$ cat src/design/lstras_pkg.sv
// ----------------------------------------------------------------------------
// lstras_pkg
// Shared types, constants and helpers for the range-add / range-sum tree.
// ----------------------------------------------------------------------------
package lstras_pkg;

  localparam int MOD_W          = 31;
  localparam int SIZE_W         = 11;
  localparam int POS_W          = 10;
  localparam int IN_DATA_W      = 56;   // first, last, amount, zero pad
  localparam int OUT_DATA_W     = 32;   // range_sum, zero pad
  localparam int CFG_ADDR_W     = 1;
  localparam int DEF_MAX_LEAVES = 1024;

  localparam logic [MOD_W-1:0]  MOD_RESET  = 31'h7FFF_FFFF;
  localparam logic [SIZE_W-1:0] SIZE_RESET = 11'd1024;

  localparam logic [CFG_ADDR_W-1:0] REG_MODULUS = 1'b0;
  localparam logic [CFG_ADDR_W-1:0] REG_SIZE    = 1'b1;

  localparam logic KIND_ADD = 1'b0;

  // walk phase of a tree node frame
  typedef enum logic [1:0] {
    PH_NEW,
    PH_LEFT,
    PH_RIGHT
  } ph_t;

  typedef enum logic [4:0] {
    ST_CLEAR,
    ST_IDLE,
    ST_AMT,
    ST_VISIT,
    ST_POP,
    ST_DONE,
    ST_TG_RD,
    ST_TG_S,
    ST_TG_SW,
    ST_TG_P,
    ST_TG_PW,
    ST_TG_T,
    ST_TG_TW,
    ST_PD_RD,
    ST_PD_M,
    ST_PD_MW,
    ST_PD_R,
    ST_PD_CLR,
    ST_QS_RD,
    ST_QS_M,
    ST_QS_MW,
    ST_RB_RD,
    ST_RB_M,
    ST_RB_MW,
    ST_RB_RD2,
    ST_RB_M2,
    ST_RB_MW2
  } state_t;

  // (a + b) mod m for a, b already below m
  function automatic logic [MOD_W-1:0] add_mod(input logic [MOD_W-1:0] a,
                                               input logic [MOD_W-1:0] b,
                                               input logic [MOD_W-1:0] m);
    logic [MOD_W:0] s;
    s = {1'b0, a} + {1'b0, b};
    if (s >= {1'b0, m}) begin
      s = s - {1'b0, m};
    end
    return s[MOD_W-1:0];
  endfunction

endpackage

$ cat src/design/lstras_modred.sv
// ----------------------------------------------------------------------------
// lstras_modred
// Bit-serial remainder unit: r = x mod m, one quotient bit per cycle.
// Values already below m finish without the bit-serial pass.
// ----------------------------------------------------------------------------
module lstras_modred #(
  parameter int XW = 42
) (
  input  logic                        clk,
  input  logic                        rst_n,
  input  logic                        start,
  input  logic [XW-1:0]               x,
  input  logic [lstras_pkg::MOD_W-1:0] m,
  output logic                        done,
  output logic [lstras_pkg::MOD_W-1:0] r
);
  import lstras_pkg::*;

  localparam int CNTW = $clog2(XW + 1);

  logic             busy_r;
  logic             done_r;
  logic [CNTW-1:0]  cnt_r;
  logic [XW-1:0]    q_r;
  logic [MOD_W-1:0] rem_r;

  logic [MOD_W:0]   trial;
  logic [MOD_W:0]   trial_sub;
  logic             small_in;

  assign trial     = {rem_r, q_r[XW-1]};
  assign trial_sub = (trial >= {1'b0, m}) ? (trial - {1'b0, m}) : trial;
  assign small_in  = (x < {{(XW-MOD_W){1'b0}}, m});

  always_ff @(posedge clk) begin
    if (!rst_n) begin
      busy_r <= 1'b0;
      done_r <= 1'b0;
      cnt_r  <= '0;
    end else begin
      done_r <= 1'b0;
      if (start) begin
        busy_r <= !small_in;
        done_r <= small_in;
        cnt_r  <= CNTW'(XW);
      end else if (busy_r) begin
        cnt_r <= cnt_r - 1'b1;
        if (cnt_r == CNTW'(1)) begin
          busy_r <= 1'b0;
          done_r <= 1'b1;
        end
      end
    end
  end

  always_ff @(posedge clk) begin
    if (start) begin
      q_r   <= x;
      rem_r <= small_in ? x[MOD_W-1:0] : '0;
    end else if (busy_r) begin
      q_r   <= {q_r[XW-2:0], 1'b0};
      rem_r <= trial_sub[MOD_W-1:0];
    end
  end

  assign done = done_r;
  assign r    = rem_r;

endmodule

$ cat config.mk
export PLATFORM = sky130hd
export DESIGN_NAME = lstras_modred
export DESIGN_NICKNAME = d
export VERILOG_FILES = /design/src/design/lstras_pkg.sv /design/src/design/lstras_modred.sv
export SDC_FILE = /design/constraint.sdc
export NUM_CORES = 1
export LEC_CHECK = 0
export ABC_CLOCK_PERIOD_IN_PS = 4100
export BUFFER_PORTS_ARGS = -buffer_cell sky130_fd_sc_hd__buf_4
export CAP_MARGIN = 20
export CORE_UTILIZATION = 45
export DETAILED_ROUTE_END_ITERATION = 16
export PLACE_DENSITY = 0.77
export SETUP_SLACK_MARGIN = 0.05
export SLEW_MARGIN = 20
export SYNTH_ARGS = -nofsm -noshare
export SYNTH_HDL_FRONTEND = slang
export SYNTH_SLANG_ARGS = --single-unit
$ cat constraint.sdc
create_clock -name clk -period 4.1 [get_ports clk]
set_clock_uncertainty 0.05 [all_clocks]
set_input_delay 0.205 -clock clk [delete_from_list [all_inputs] [get_ports clk]]
set_output_delay 0.205 -clock clk [all_outputs]
set_load 0.01 [all_outputs]
Word-level counts from Yosys, hierarchy flattened
Index checks and enable logic that the tools add are counted.
W data, S select, Z words.
{"block": "totals", "output_inout_bits": 32, "elab_cells": 29, "regBits": 81, "in_bits": 76}
{"block": "classes", "order_cmp": 2, "n_addsub": 2, "reduce_logical": 3, "eq_ne": 1, "n_mux": 14, "n_bitwise": 1}
{"op": "$mux W31", "n": 4}
{"op": "$mux W42", "n": 2}
{"op": "$lt A42 B31 Y1", "n": 1}
{"op": "$ge A32 B31 Y1", "n": 1}
{"op": "$sub A31 B31 Y31", "n": 1}
{"op": "$mux W6", "n": 2}
{"op": "$eq A6 B1 Y1 const B", "n": 1}
{"op": "$mux W1", "n": 6}
{"op": "$sub A6 B1 Y6 const B", "n": 1}
{"op": "$reduce_bool A2 Y1", "n": 1}
{"op": "$reduce_or A2 Y1", "n": 1}
{"op": "$logic_not A1 Y1", "n": 1}
{"op": "$not A1 Y1", "n": 1}

Longest topological paths before layout
Gate-level depths: netlist of run 1.
{"block": "logic_depth", "word_depth": 4, "ltp_mapped": 13, "ltp_nobuf": 11}

Worst setup path after synthesis of run 1
Ideal clock, no wire load.
{"block": "synth_path", "kind": "reg-to-reg", "from": "register q_r[41]", "to": "register rem_r[13], in the netlist r[13] (data pin)", "slack_ns": 1.096, "arrival_time_ns": 2.801, "stages_incl_launch_ff": 13, "period_less_slack_ns": 3.004, "setup_ns": 0.152, "path_buffers": 1, "t_required_ns": 3.898, "path_cell_list": "edfxtp_1 inv_1 ha_1 fa_1 nand2b_1 a21o_1 a211o_1 nand4b_2 a21oi_2 o311a_1 buf_6 or4_4 o211ai_2"}
{"block": "synth_via", "elab_chain_cells": 4, "word_cells_on_any_way": 5, "classes_between": "add/sub: 1; order compare: 1; mux: 3"}
{"element": "start, declared", "line": "lstras_modred.sv:24", "rtl": "logic [XW-1:0] q_r;"}
{"element": "start signal, assigned", "line": "lstras_modred.sv:61", "rtl": "q_r <= {q_r[XW-2:0], 1'b0};"}
{"element": "$sub A31 B31 Y31 / $ge A32 B31 Y1 (equally long branches)", "line": "lstras_modred.sv:32", "rtl": "assign trial_sub = (trial >= {1'b0, m}) ? (trial - {1'b0, m}) : trial;"}
{"element": "$mux W31 *", "line": "lstras_modred.sv:32"}
{"element": "$mux W31 *", "line": "lstras_modred.sv:60", "rtl": "end else if (busy_r) begin"}
{"element": "$mux W31 *", "line": "lstras_modred.sv:57", "rtl": "if (start) begin"}
{"element": "end signal, assigned", "line": "lstras_modred.sv:59", "rtl": "rem_r <= small_in ? x[MOD_W-1:0] : '0;"}
{"element": "end signal, assigned", "line": "lstras_modred.sv:62", "rtl": "rem_r <= trial_sub[MOD_W-1:0];"}
{"element": "end, declared", "line": "lstras_modred.sv:25", "rtl": "logic [MOD_W-1:0] rem_r;"}
Mark *: on every way between the ends. The rest lies on a longest branch, timed or not. The select of a mux whose other input is x is not followed.
A chain may end at the register's enable or synchronous reset.

Worst setup path in the final report of run 1
{"block": "layout_path", "from": "register q_r[41]", "to": "register rem_r[11], in the netlist r[11] (data pin)"}
Same word-level chain as after synthesis.

==> results of run 1 <==
==> routing by layer <==
metal / vias to the layer above / GRT usage / wire length [microns]
li1: 2725 / - / -
met1: 2603 / 0.3195 / 7620
met3: 16 / 0.04340 / 870
met5: - / 0 / 0
met2: 168 / 0.3693 / 7384
met4: 0 / 0.06944 / 226
==> critical path, cell delays in order (launching register included) <==
cell and delay [ns]:
edfxtp_1 0.32, inv_1 0.05, ha_1 0.21, fa_1 0.41, nand2b_1 0.18, a21o_1 0.20
a211o_1 0.29, nand4b_2 0.16, a21oi_2 0.07, o311a_2 0.62, buf_4 0.27, or4_1 0.51
o211ai_1 0.10
==> logic make-up after synthesis <==
kind of cell / count (synthesis) / synth area share
buf+inv: 101 / 0.06347
compound gates: 196 / 0.2042
xor+xnor: 29 / 0.04002
simple gates: 190 / 0.1526
mux: 25 / 0.04179
flops: 81 / 0.3706
fa+ha+maj: 64 / 0.1273
==> state kept, by name, summed over array words and instances (netlist names) <==
register,count
r,31
cnt_r,6
busy_r,1
done,1
q_r,42
==> power breakdown <==
group | total, mW | leakage (nW) | internal, mW | switching (mW)
registers | 1.33 | 0.825 | 1.17 | 0.156
logic | 2.46 | 2.46 | 1.12 | 1.34
clock network | 0.840 | 0.155 | 0.488 | 0.351
==> layout make-up <==
type | count | area share
multi-input cells | 504 | 0.4723
clock buffers | 12 | 0.03667
inverters | 70 | 0.03453
flip-flops and latches | 81 | 0.3092
clock inverters | 4 | 0.003618
repair buffers | 114 | 0.1141
well taps | 180 | 0.02960
==> through the flow <==
step	hold slack (ns)	worst slack [ns]	power, mW	instance area [sq um]	cells
floorplan	0.2788	1.096	3.078	6347	686
global placement	0.4339	0.6494	3.729	7302	949
detailed placement	0.4461	0.5212	3.758	7302	949
CTS	0.07393	0.5142	4.616	7609	965
global route	0.07708	0.3775	4.952	7609	965
finish	0.08162	0.5104	4.624	7609	965
==> placed cells by master (no fill, tap or decap), types with 7 or more instances in the layout <==
master / n
a21o_1: 23
a21oi_1: 39
and3_1: 7
buf_4: 113
clkbuf_16: 11
dfxtp_1: 8
edfxtp_1: 73
ha_1: 63
inv_1: 69
mux2_2: 12
mux2i_1: 13
nand2_1: 58
nand3_1: 29
nand4_1: 11
nor2_1: 24
nor2b_1: 10
nor3_1: 10
o211ai_1: 16
o21ai_0: 46
o22ai_1: 10
or3_1: 12
xnor2_1: 19
xor2_1: 10
==> worst paths after layout <==
kind | end | depth (start not counted) | slack, ns
hold / removal | busy_r | 3 | 0.08
hold reg to reg | q_r[30] | 1 | 0.48
setup / recovery | r[11] | 12 | 0.51
setup reg to reg | r[11] | 12 | 0.51
==> results.py, run 1 <==
metrics = {
    "outcome": {
        "status": "completed",
    },
    "logic_synthesis": {
        "ys_async_sr_fraction": 0,
        "synthesis.nets": 826,
        "synthFlopType": "edfxtp_1",
        "synth.most_common_cell": "edfxtp_1",
        "synthCells": 686,
        "synth_edf_count": 73,
        "ys_seq_area_frac": 0.3706,
        "yosysTopAreaCellShare": 0.3454,
        "syn_area_per_cell_sq_um": 9.253,
        "synth_cell_types": 68,
        "synth_area_sq_um": 6347,
        "synth_seq_cells": 81,
        "yosysTopAreaCell": "edfxtp_1",
        "synthTopCellsByArea": "edfxtp_1 (35%), ha_1 (12%), inv_1 (4.1%), o21ai_0 (3.6%), nand2_1 (3.4%)",
        "synth_common_cells": "edfxtp_1 (73), inv_1 (69), ha_1 (63)",
        "synth_warnings": 0,
    },
    "grt": {
        "overflow": 0,
        "first_global_vias": 5273,
        "antenna_found_initial": 0,
        "grt_usage": 0.2320,
        "grt_pass1_wl_microns": 26310,
        "grt_max_degree": 56,
    },
    "clock_tree": {
        "clk_path_buf_depth": 2,
        "clock-root-buffer": "clkbuf_16",
        "post_cts_buffers": 0,
        "h-tree-depth": 3,
        "cts_buffers": 9,
        "hold_buffers": 0,
        "numClockSinks": 81,
        "clkTransAtPathRegs_ns": 0.06,
        "cts_tree": "done",
        "cts_resized": 0,
        "clk_latency_ns": 0.35,
    },
    "setup_path": {
        "arrival_ns": 3.73,
        "cp_max_fo": 26,
        "critPathRequiredTime_ns": 4.24,
        "crit_path_start": "q_r[41]",
        "end_kind": "flop",
        "r2r-start": "q_r[41]",
        "start_kind": "flop",
        "path_class": "flop to flop",
    },
    "sta": {
        "setup_tns_ns": 0,
        "maxSlewHeadroom": 0.4857,
        "fin_crit_sh": 0.8755,
        "setup_viol": 0,
        "rsz0062_at_grt": "no",
        "hold_violations": 0,
        "period_needed_ns": 3.590,
        "drv_slew": 0,
        "fmax_ghz": 0.2786,
        "tightest_slew_ns": 0.7714,
    },
    "route": {
        "wl_microns": 16100,
        "vias": 5512,
        "drtIter0Drc": 526,
        "drc": 0,
        "viasPerCell": 5.712,
        "wire_per_inst_microns": 16.68,
        "firstDrtPassIters": 5,
        "antenna_left": 0,
    },
    "die": {
        "core_sq_um": 13830,
        "die_area_sq_um": 14580,
        "row_count": 43,
        "io_pins": 108,
        "initial_utilization": 0.4591,
        "die_x_microns": 120.8,
        "dieHeight_microns": 120.8,
    },
    "final_layout": {
        "ff_latch_area_sq_um": 2352,
        "insertedDiodeCount": 0,
        "syn_to_final_growth_pct": 19.87,
        "fillCellCount": 1257,
        "multi_input_area_sq_um": 3593,
        "final_util": 0.5503,
        "drive_gt1_frac": 0.2025,
        "fin_nets": 920,
    },
    "place": {
        "dp_hpwl_microns": 12010,
        "place.gp.congestion": 0.8686,
        "port_buffers": 107,
    },
    "power": {
        "cellPowerDensity_nw_per_um2": 607.8,
        "ir_drop_mv": 0.3006,
        "p_leak_nw": 3.437,
    },
    "hold_path": {
        "hp-start": "rst_n",
        "hold_path.class": "input pin to flop",
    },
    "job": {
        "cap_violations": 0,
    },
}
(Power assumes the default switching activity.)
==> run 2, diff against run 1 <==
Settings changed: CORE_UTILIZATION 45 to 40, PLACE_DENSITY 0.77 to 0.71.
==> run 2 against run 1 <==
Against the previous run: maximum frequency grew 3.4%; critical endpoint is now r[27]; largest power group unchanged; combinational power is essentially flat; power grew 0.32%.
==> results.py, run 2 (same netlist as run 1, synthesis figures left out) <==
metrics = {
    "outcome": {
        "status": "completed",
    },
    "clock_tree": {
        "cts_buffers": 9,
        "clock-root-buffer": "clkbuf_16",
        "post_cts_buffers": 0,
        "clk_latency_ns": 0.36,
        "numClockSinks": 81,
        "clkTransAtPathRegs_ns": 0.07,
        "hold_buffers": 0,
        "cts_resized": 0,
        "clk_path_buf_depth": 2,
        "h-tree-depth": 3,
        "cts_tree": "done",
    },
    "power": {
        "ir_drop_mv": 0.2764,
        "p_leak_nw": 3.430,
        "cellPowerDensity_nw_per_um2": 607.2,
        "p_total_mw": 4.639,
    },
    "grt": {
        "overflow": 0,
        "antenna_found_initial": 0,
        "grt_max_degree": 79,
        "grt_usage": 0.2124,
        "first_global_vias": 5316,
        "grt_pass1_wl_microns": 26980,
    },
    "sta": {
        "hold_violations": 0,
        "fmax_ghz": 0.2881,
        "setup_tns_ns": 0,
        "tightest_slew_ns": 0.8194,
        "maxSlewHeadroom": 0.4396,
        "setup_viol": 0,
        "drv_slew": 0,
        "fin_crit_sh": 0.8466,
        "rsz0062_at_grt": "no",
        "period_needed_ns": 3.471,
    },
    "final_layout": {
        "layout.cells.most_common_list": "buf_4 (112), edfxtp_1 (73), inv_1 (69)",
        "syn_to_final_growth_pct": 20.36,
        "insertedDiodeCount": 0,
        "fillCellCount": 1492,
        "final_common_cell": "buf_4",
        "regMostFlops": "q_r",
        "ff_latch_area_sq_um": 2352,
        "fin_nets": 919,
        "largest_reg_flops": 42,
        "multi_input_area_sq_um": 3593,
        "drive_gt1_frac": 0.2028,
    },
    "route": {
        "antenna_left": 0,
        "firstDrtPassIters": 5,
        "vias": 5508,
        "drc": 0,
        "viasPerCell": 5.536,
        "wl_microns": 16650,
        "drtIter0Drc": 497,
        "wire_per_inst_microns": 16.73,
    },
    "die": {
        "die_area_sq_um": 16380,
        "io_pins": 108,
        "die_x_microns": 128.0,
        "core_sq_um": 15370,
        "initial_utilization": 0.4129,
        "dieHeight_microns": 128.0,
        "row_count": 45,
    },
    "place": {
        "place.gp.congestion": 0.8990,
        "dp_hpwl_microns": 12750,
        "port_buffers": 107,
    },
    "setup_path": {
        "critPathRequiredTime_ns": 4.15,
        "arrival_ns": 3.52,
        "start_kind": "flop",
        "reg2regPathDepth": 12,
        "path_class": "flop to flop",
        "r2r-start": "q_r[41]",
        "crit_path_start": "q_r[41]",
        "end_kind": "flop",
        "cp_max_fo": 20,
    },
    "hold_path": {
        "hold_depth": 3,
        "hp-start": "rst_n",
        "hold_path.class": "input pin to flop",
    },
    "job": {
        "cap_violations": 0,
    },
}
run 2: cell types whose count changed in the layout (fill, tap and decap cells not counted):
cell / before / now
inv_8: 0 / 1
inv_6: 1 / 3
clkinv_2: 0 / 1
buf_4: 113 / 112
clkbuf_1: 1 / 0
inv_4: 3 / 0
clkbuf_8: 0 / 1
clkbuf_16: 11 / 10
run 2: layer usage:
| metal | vias to the layer above | part of all wire | wire length [microns] | track usage |
|---|---|---|---|---|
| li1 | 2721 | - | - | - |
| met1 | 2606 | 0.47 | 7835 | 0.2923 |
| met2 | 166 | 0.46 | 7703 | 0.3376 |
| met3 | 15 | 0.056 | 929 | 0.04841 |
| met4 | 0 | 0.011 | 180 | 0.05190 |
| met5 | - | 0 | 0 | 0 |
run 2: cell type report:
| class | count | share of cell area |
|---|---|---|
| inverter | 70 | 0.03439 |
| timing repair buffer | 113 | 0.1127 |
| clock inverter | 5 | 0.005568 |
| clock buffer | 11 | 0.03456 |
| sequential | 81 | 0.3079 |
| tap | 211 | 0.03456 |
| multi-input combinational | 504 | 0.4704 |
run 2: power by group:
group | switching, mW | internal [mW]
Sequential | 0.166 | 1.17
Clock | 0.365 | 0.474
Combinational | 1.34 | 1.12
run 2: worst max-delay path, stage by stage, from the launching register on:
cell and delay, ns:
edfxtp_1 0.32, inv_1 0.05, ha_1 0.20, fa_1 0.41, nand2b_1 0.18, a21o_1 0.20, a211o_1 0.29, nand4b_2 0.16
a21oi_2 0.07, o311a_2 0.58, buf_4 0.27, nor4_1 0.33, o31ai_1 0.10
run 2: stage by stage:
stage               cells  cell area, sq um  utilization  hold slack [ns]  setup slack, ns
floorplan             686              6347            -           0.2788            1.096
global placement      979              7333       0.4771           0.4370           0.7523
global route          995              7640       0.4970          0.06117           0.4541
CTS                   995              7640       0.4970          0.05626           0.6449
detailed placement    979              7333       0.4771           0.4401           0.6552
finish                995              7640       0.4970          0.06968           0.6290
run 2: worst paths after layout:
| kind | endpoint | slack, ns |
|---|---|---|
| min | busy_r | 0.07 |
| max | r[27] | 0.63 |
| min reg2reg | q_r[30] | 0.49 |
| max reg2reg | r[27] | 0.63 |
==> run 3, diff against run 2 <==
Settings changed: ABC_CLOCK_PERIOD_IN_PS 4100 to 3050, PLACE_DENSITY 0.71 to 0.73.
Clock period 4.1 ns to 3.05 ns, I/O delays scaled along.
==> run 3 against run 2 <==
Against the previous run: setup slack lost 0.50 ns; hold slack lost 0.050 ns; via count up 5.2%; utilization rose by 3.0 points; highest routed layer unchanged.
==> results.py, run 3 (same netlist as run 1, synthesis figures left out) <==
metrics = {
    "clock_tree": {
        "clk_latency_ns": 0.36,
        "clock-root-buffer": "clkbuf_16",
        "hold_buffers": 0,
        "cts_buffers": 9,
        "clk_path_buf_depth": 2,
        "clkTransAtPathRegs_ns": 0.07,
        "h-tree-depth": 3,
        "cts_tree": "done",
        "numClockSinks": 81,
    },
    "outcome": {
        "status": "completed",
    },
    "die": {
        "core_sq_um": 15370,
        "io_pins": 108,
        "die_x_microns": 128.0,
        "dieHeight_microns": 128.0,
        "row_count": 45,
        "die_area_sq_um": 16380,
        "initial_utilization": 0.4129,
    },
    "place": {
        "dp_hpwl_microns": 12700,
        "place.gp.congestion": 0.9019,
        "port_buffers": 107,
        "dp_cells": 1015,
        "dp_slack_ns": -0.1348,
        "post_dp_cell_area_sq_um": 7615,
    },
    "route": {
        "firstDrtPassIters": 6,
        "vias": 5793,
        "wl_microns": 17230,
        "wire_per_inst_microns": 16.62,
        "antenna_left": 0,
        "viasPerCell": 5.586,
        "drtIter0Drc": 489,
        "drc": 0,
    },
    "final_layout": {
        "insertedDiodeCount": 0,
        "final_util": 0.5273,
        "largest_reg_flops": 42,
        "regMostFlops": "q_r",
        "syn_to_final_growth_pct": 27.70,
        "final_area_sq_um": 8105,
        "drive_gt1_frac": 0.2627,
        "layout.cells.most_common_list": "buf_4 (147), edfxtp_1 (73), inv_1 (68)",
        "final_common_cell": "buf_4",
        "fillCellCount": 1411,
        "fin_nets": 961,
        "stdcell_count": 1037,
    },
    "sta": {
        "setup_tns_ns": 0,
        "fmax_ghz": 0.3418,
        "tightest_slew_ns": 0.5149,
        "drv_slew": 0,
        "timing.final.ws_setup_ns": 0.1242,
        "rsz0062_at_grt": "yes",
        "hold_violations": 0,
        "fin_crit_sh": 0.9593,
        "period_needed_ns": 2.926,
        "setup_viol": 0,
        "hold_ws_ns": 0.01962,
        "maxSlewHeadroom": 0.6478,
    },
    "power": {
        "cellPowerDensity_nw_per_um2": 844.9,
        "p_leak_nw": 3.657,
        "ir_drop_mv": 0.4982,
        "p_total_mw": 6.849,
    },
    "grt": {
        "overflow": 0,
        "grt_max_degree": 52,
        "grt_pass1_wl_microns": 27380,
        "antenna_found_initial": 0,
        "first_global_vias": 5558,
        "grt_usage": 0.2151,
    },
    "setup_path": {
        "cp_slowest_cell": "edfxtp_1",
        "end_kind": "flop",
        "worstPathCellList": "ha_2 > a311oi_1 > nand2_1 > o22a_1 > a31o_2 > a21oi_4 > o311a_4 > buf_8 > mux2i_1 > o22ai_1",
        "cp_max_fo": 9,
        "path_class": "flop to flop",
        "crit_path_max_incr_delay_ns": 0.40,
        "critPathRequiredTime_ns": 3.08,
        "start_kind": "flop",
        "arrival_ns": 2.96,
    },
    "job": {
        "cap_violations": 0,
    },
    "hold_path": {
        "hold_path.class": "input pin to flop",
    },
}
==> run 3: cell types whose count changed in the layout (fill, tap and decap cells not counted), moves of 2 or more <==
| cell | before | now |
|---|---|---|
| buf_4 | 112 | 147 |
| ha_1 | 63 | 57 |
| ha_2 | 0 | 5 |
| a21oi_1 | 39 | 36 |
| buf_8 | 0 | 3 |
| a21oi_2 | 1 | 3 |
| buf_6 | 0 | 2 |
| clkinv_4 | 0 | 2 |
| inv_4 | 0 | 2 |
| inv_6 | 3 | 1 |
| o311a_4 | 0 | 2 |
==> run 3: timing repair <==
item	CTS	global route
pin swaps	2	6
endpoints found under the setup margin	29	30
buffers inserted	0	4
hold endpoints to repair	0	0
gates resized for setup	3	28
cloned	1	1
==> run 3: path summary, 6_finish.rpt <==
check           from       to  slack, ns  cells past startpoint
min reg2reg  q_r[29]  q_r[30]       0.48                      1
max            r[20]     r[3]       0.12                     10
min            rst_n   busy_r       0.02                      3
max reg2reg    r[20]     r[3]       0.12                     10
==> run 3: layout make-up <==
class                   count  area (sq um)  area share
inverters                  70         262.8     0.03242
clock buffers              11         242.7     0.02995
multi-input cells         505          3729      0.4600
well taps                 211         264.0     0.03257
flip-flops and latches     81          2352      0.2902
clock inverters             5         38.79    0.004785
repair buffers            154          1216      0.1500
==> run 3: where the power goes <==
part | internal [mW] | switching, mW
combinational | 1.95 | 2.05
sequential | 1.57 | 0.205
clock | 0.582 | 0.496
total | 4.10 | 2.75
==> run 3: critical path: cells and delay by family, from the launching register on <==
kind            cells  cell delay, ns
compound gates      6            1.39
flops               1            0.40
fa+ha+maj           1            0.35
mux                 1            0.20
buf+inv             1            0.17
simple gates        1            0.10
==> run 3: metal layers <==
layer | vias up | track usage | routed length [microns]
li1 | 2818 | - | -
met1 | 2736 | 0.2969 | 8076
met2 | 225 | 0.3485 | 7861
met3 | 14 | 0.03631 | 1153
met4 | 0 | 0.05606 | 140
met5 | - | 0 | 0
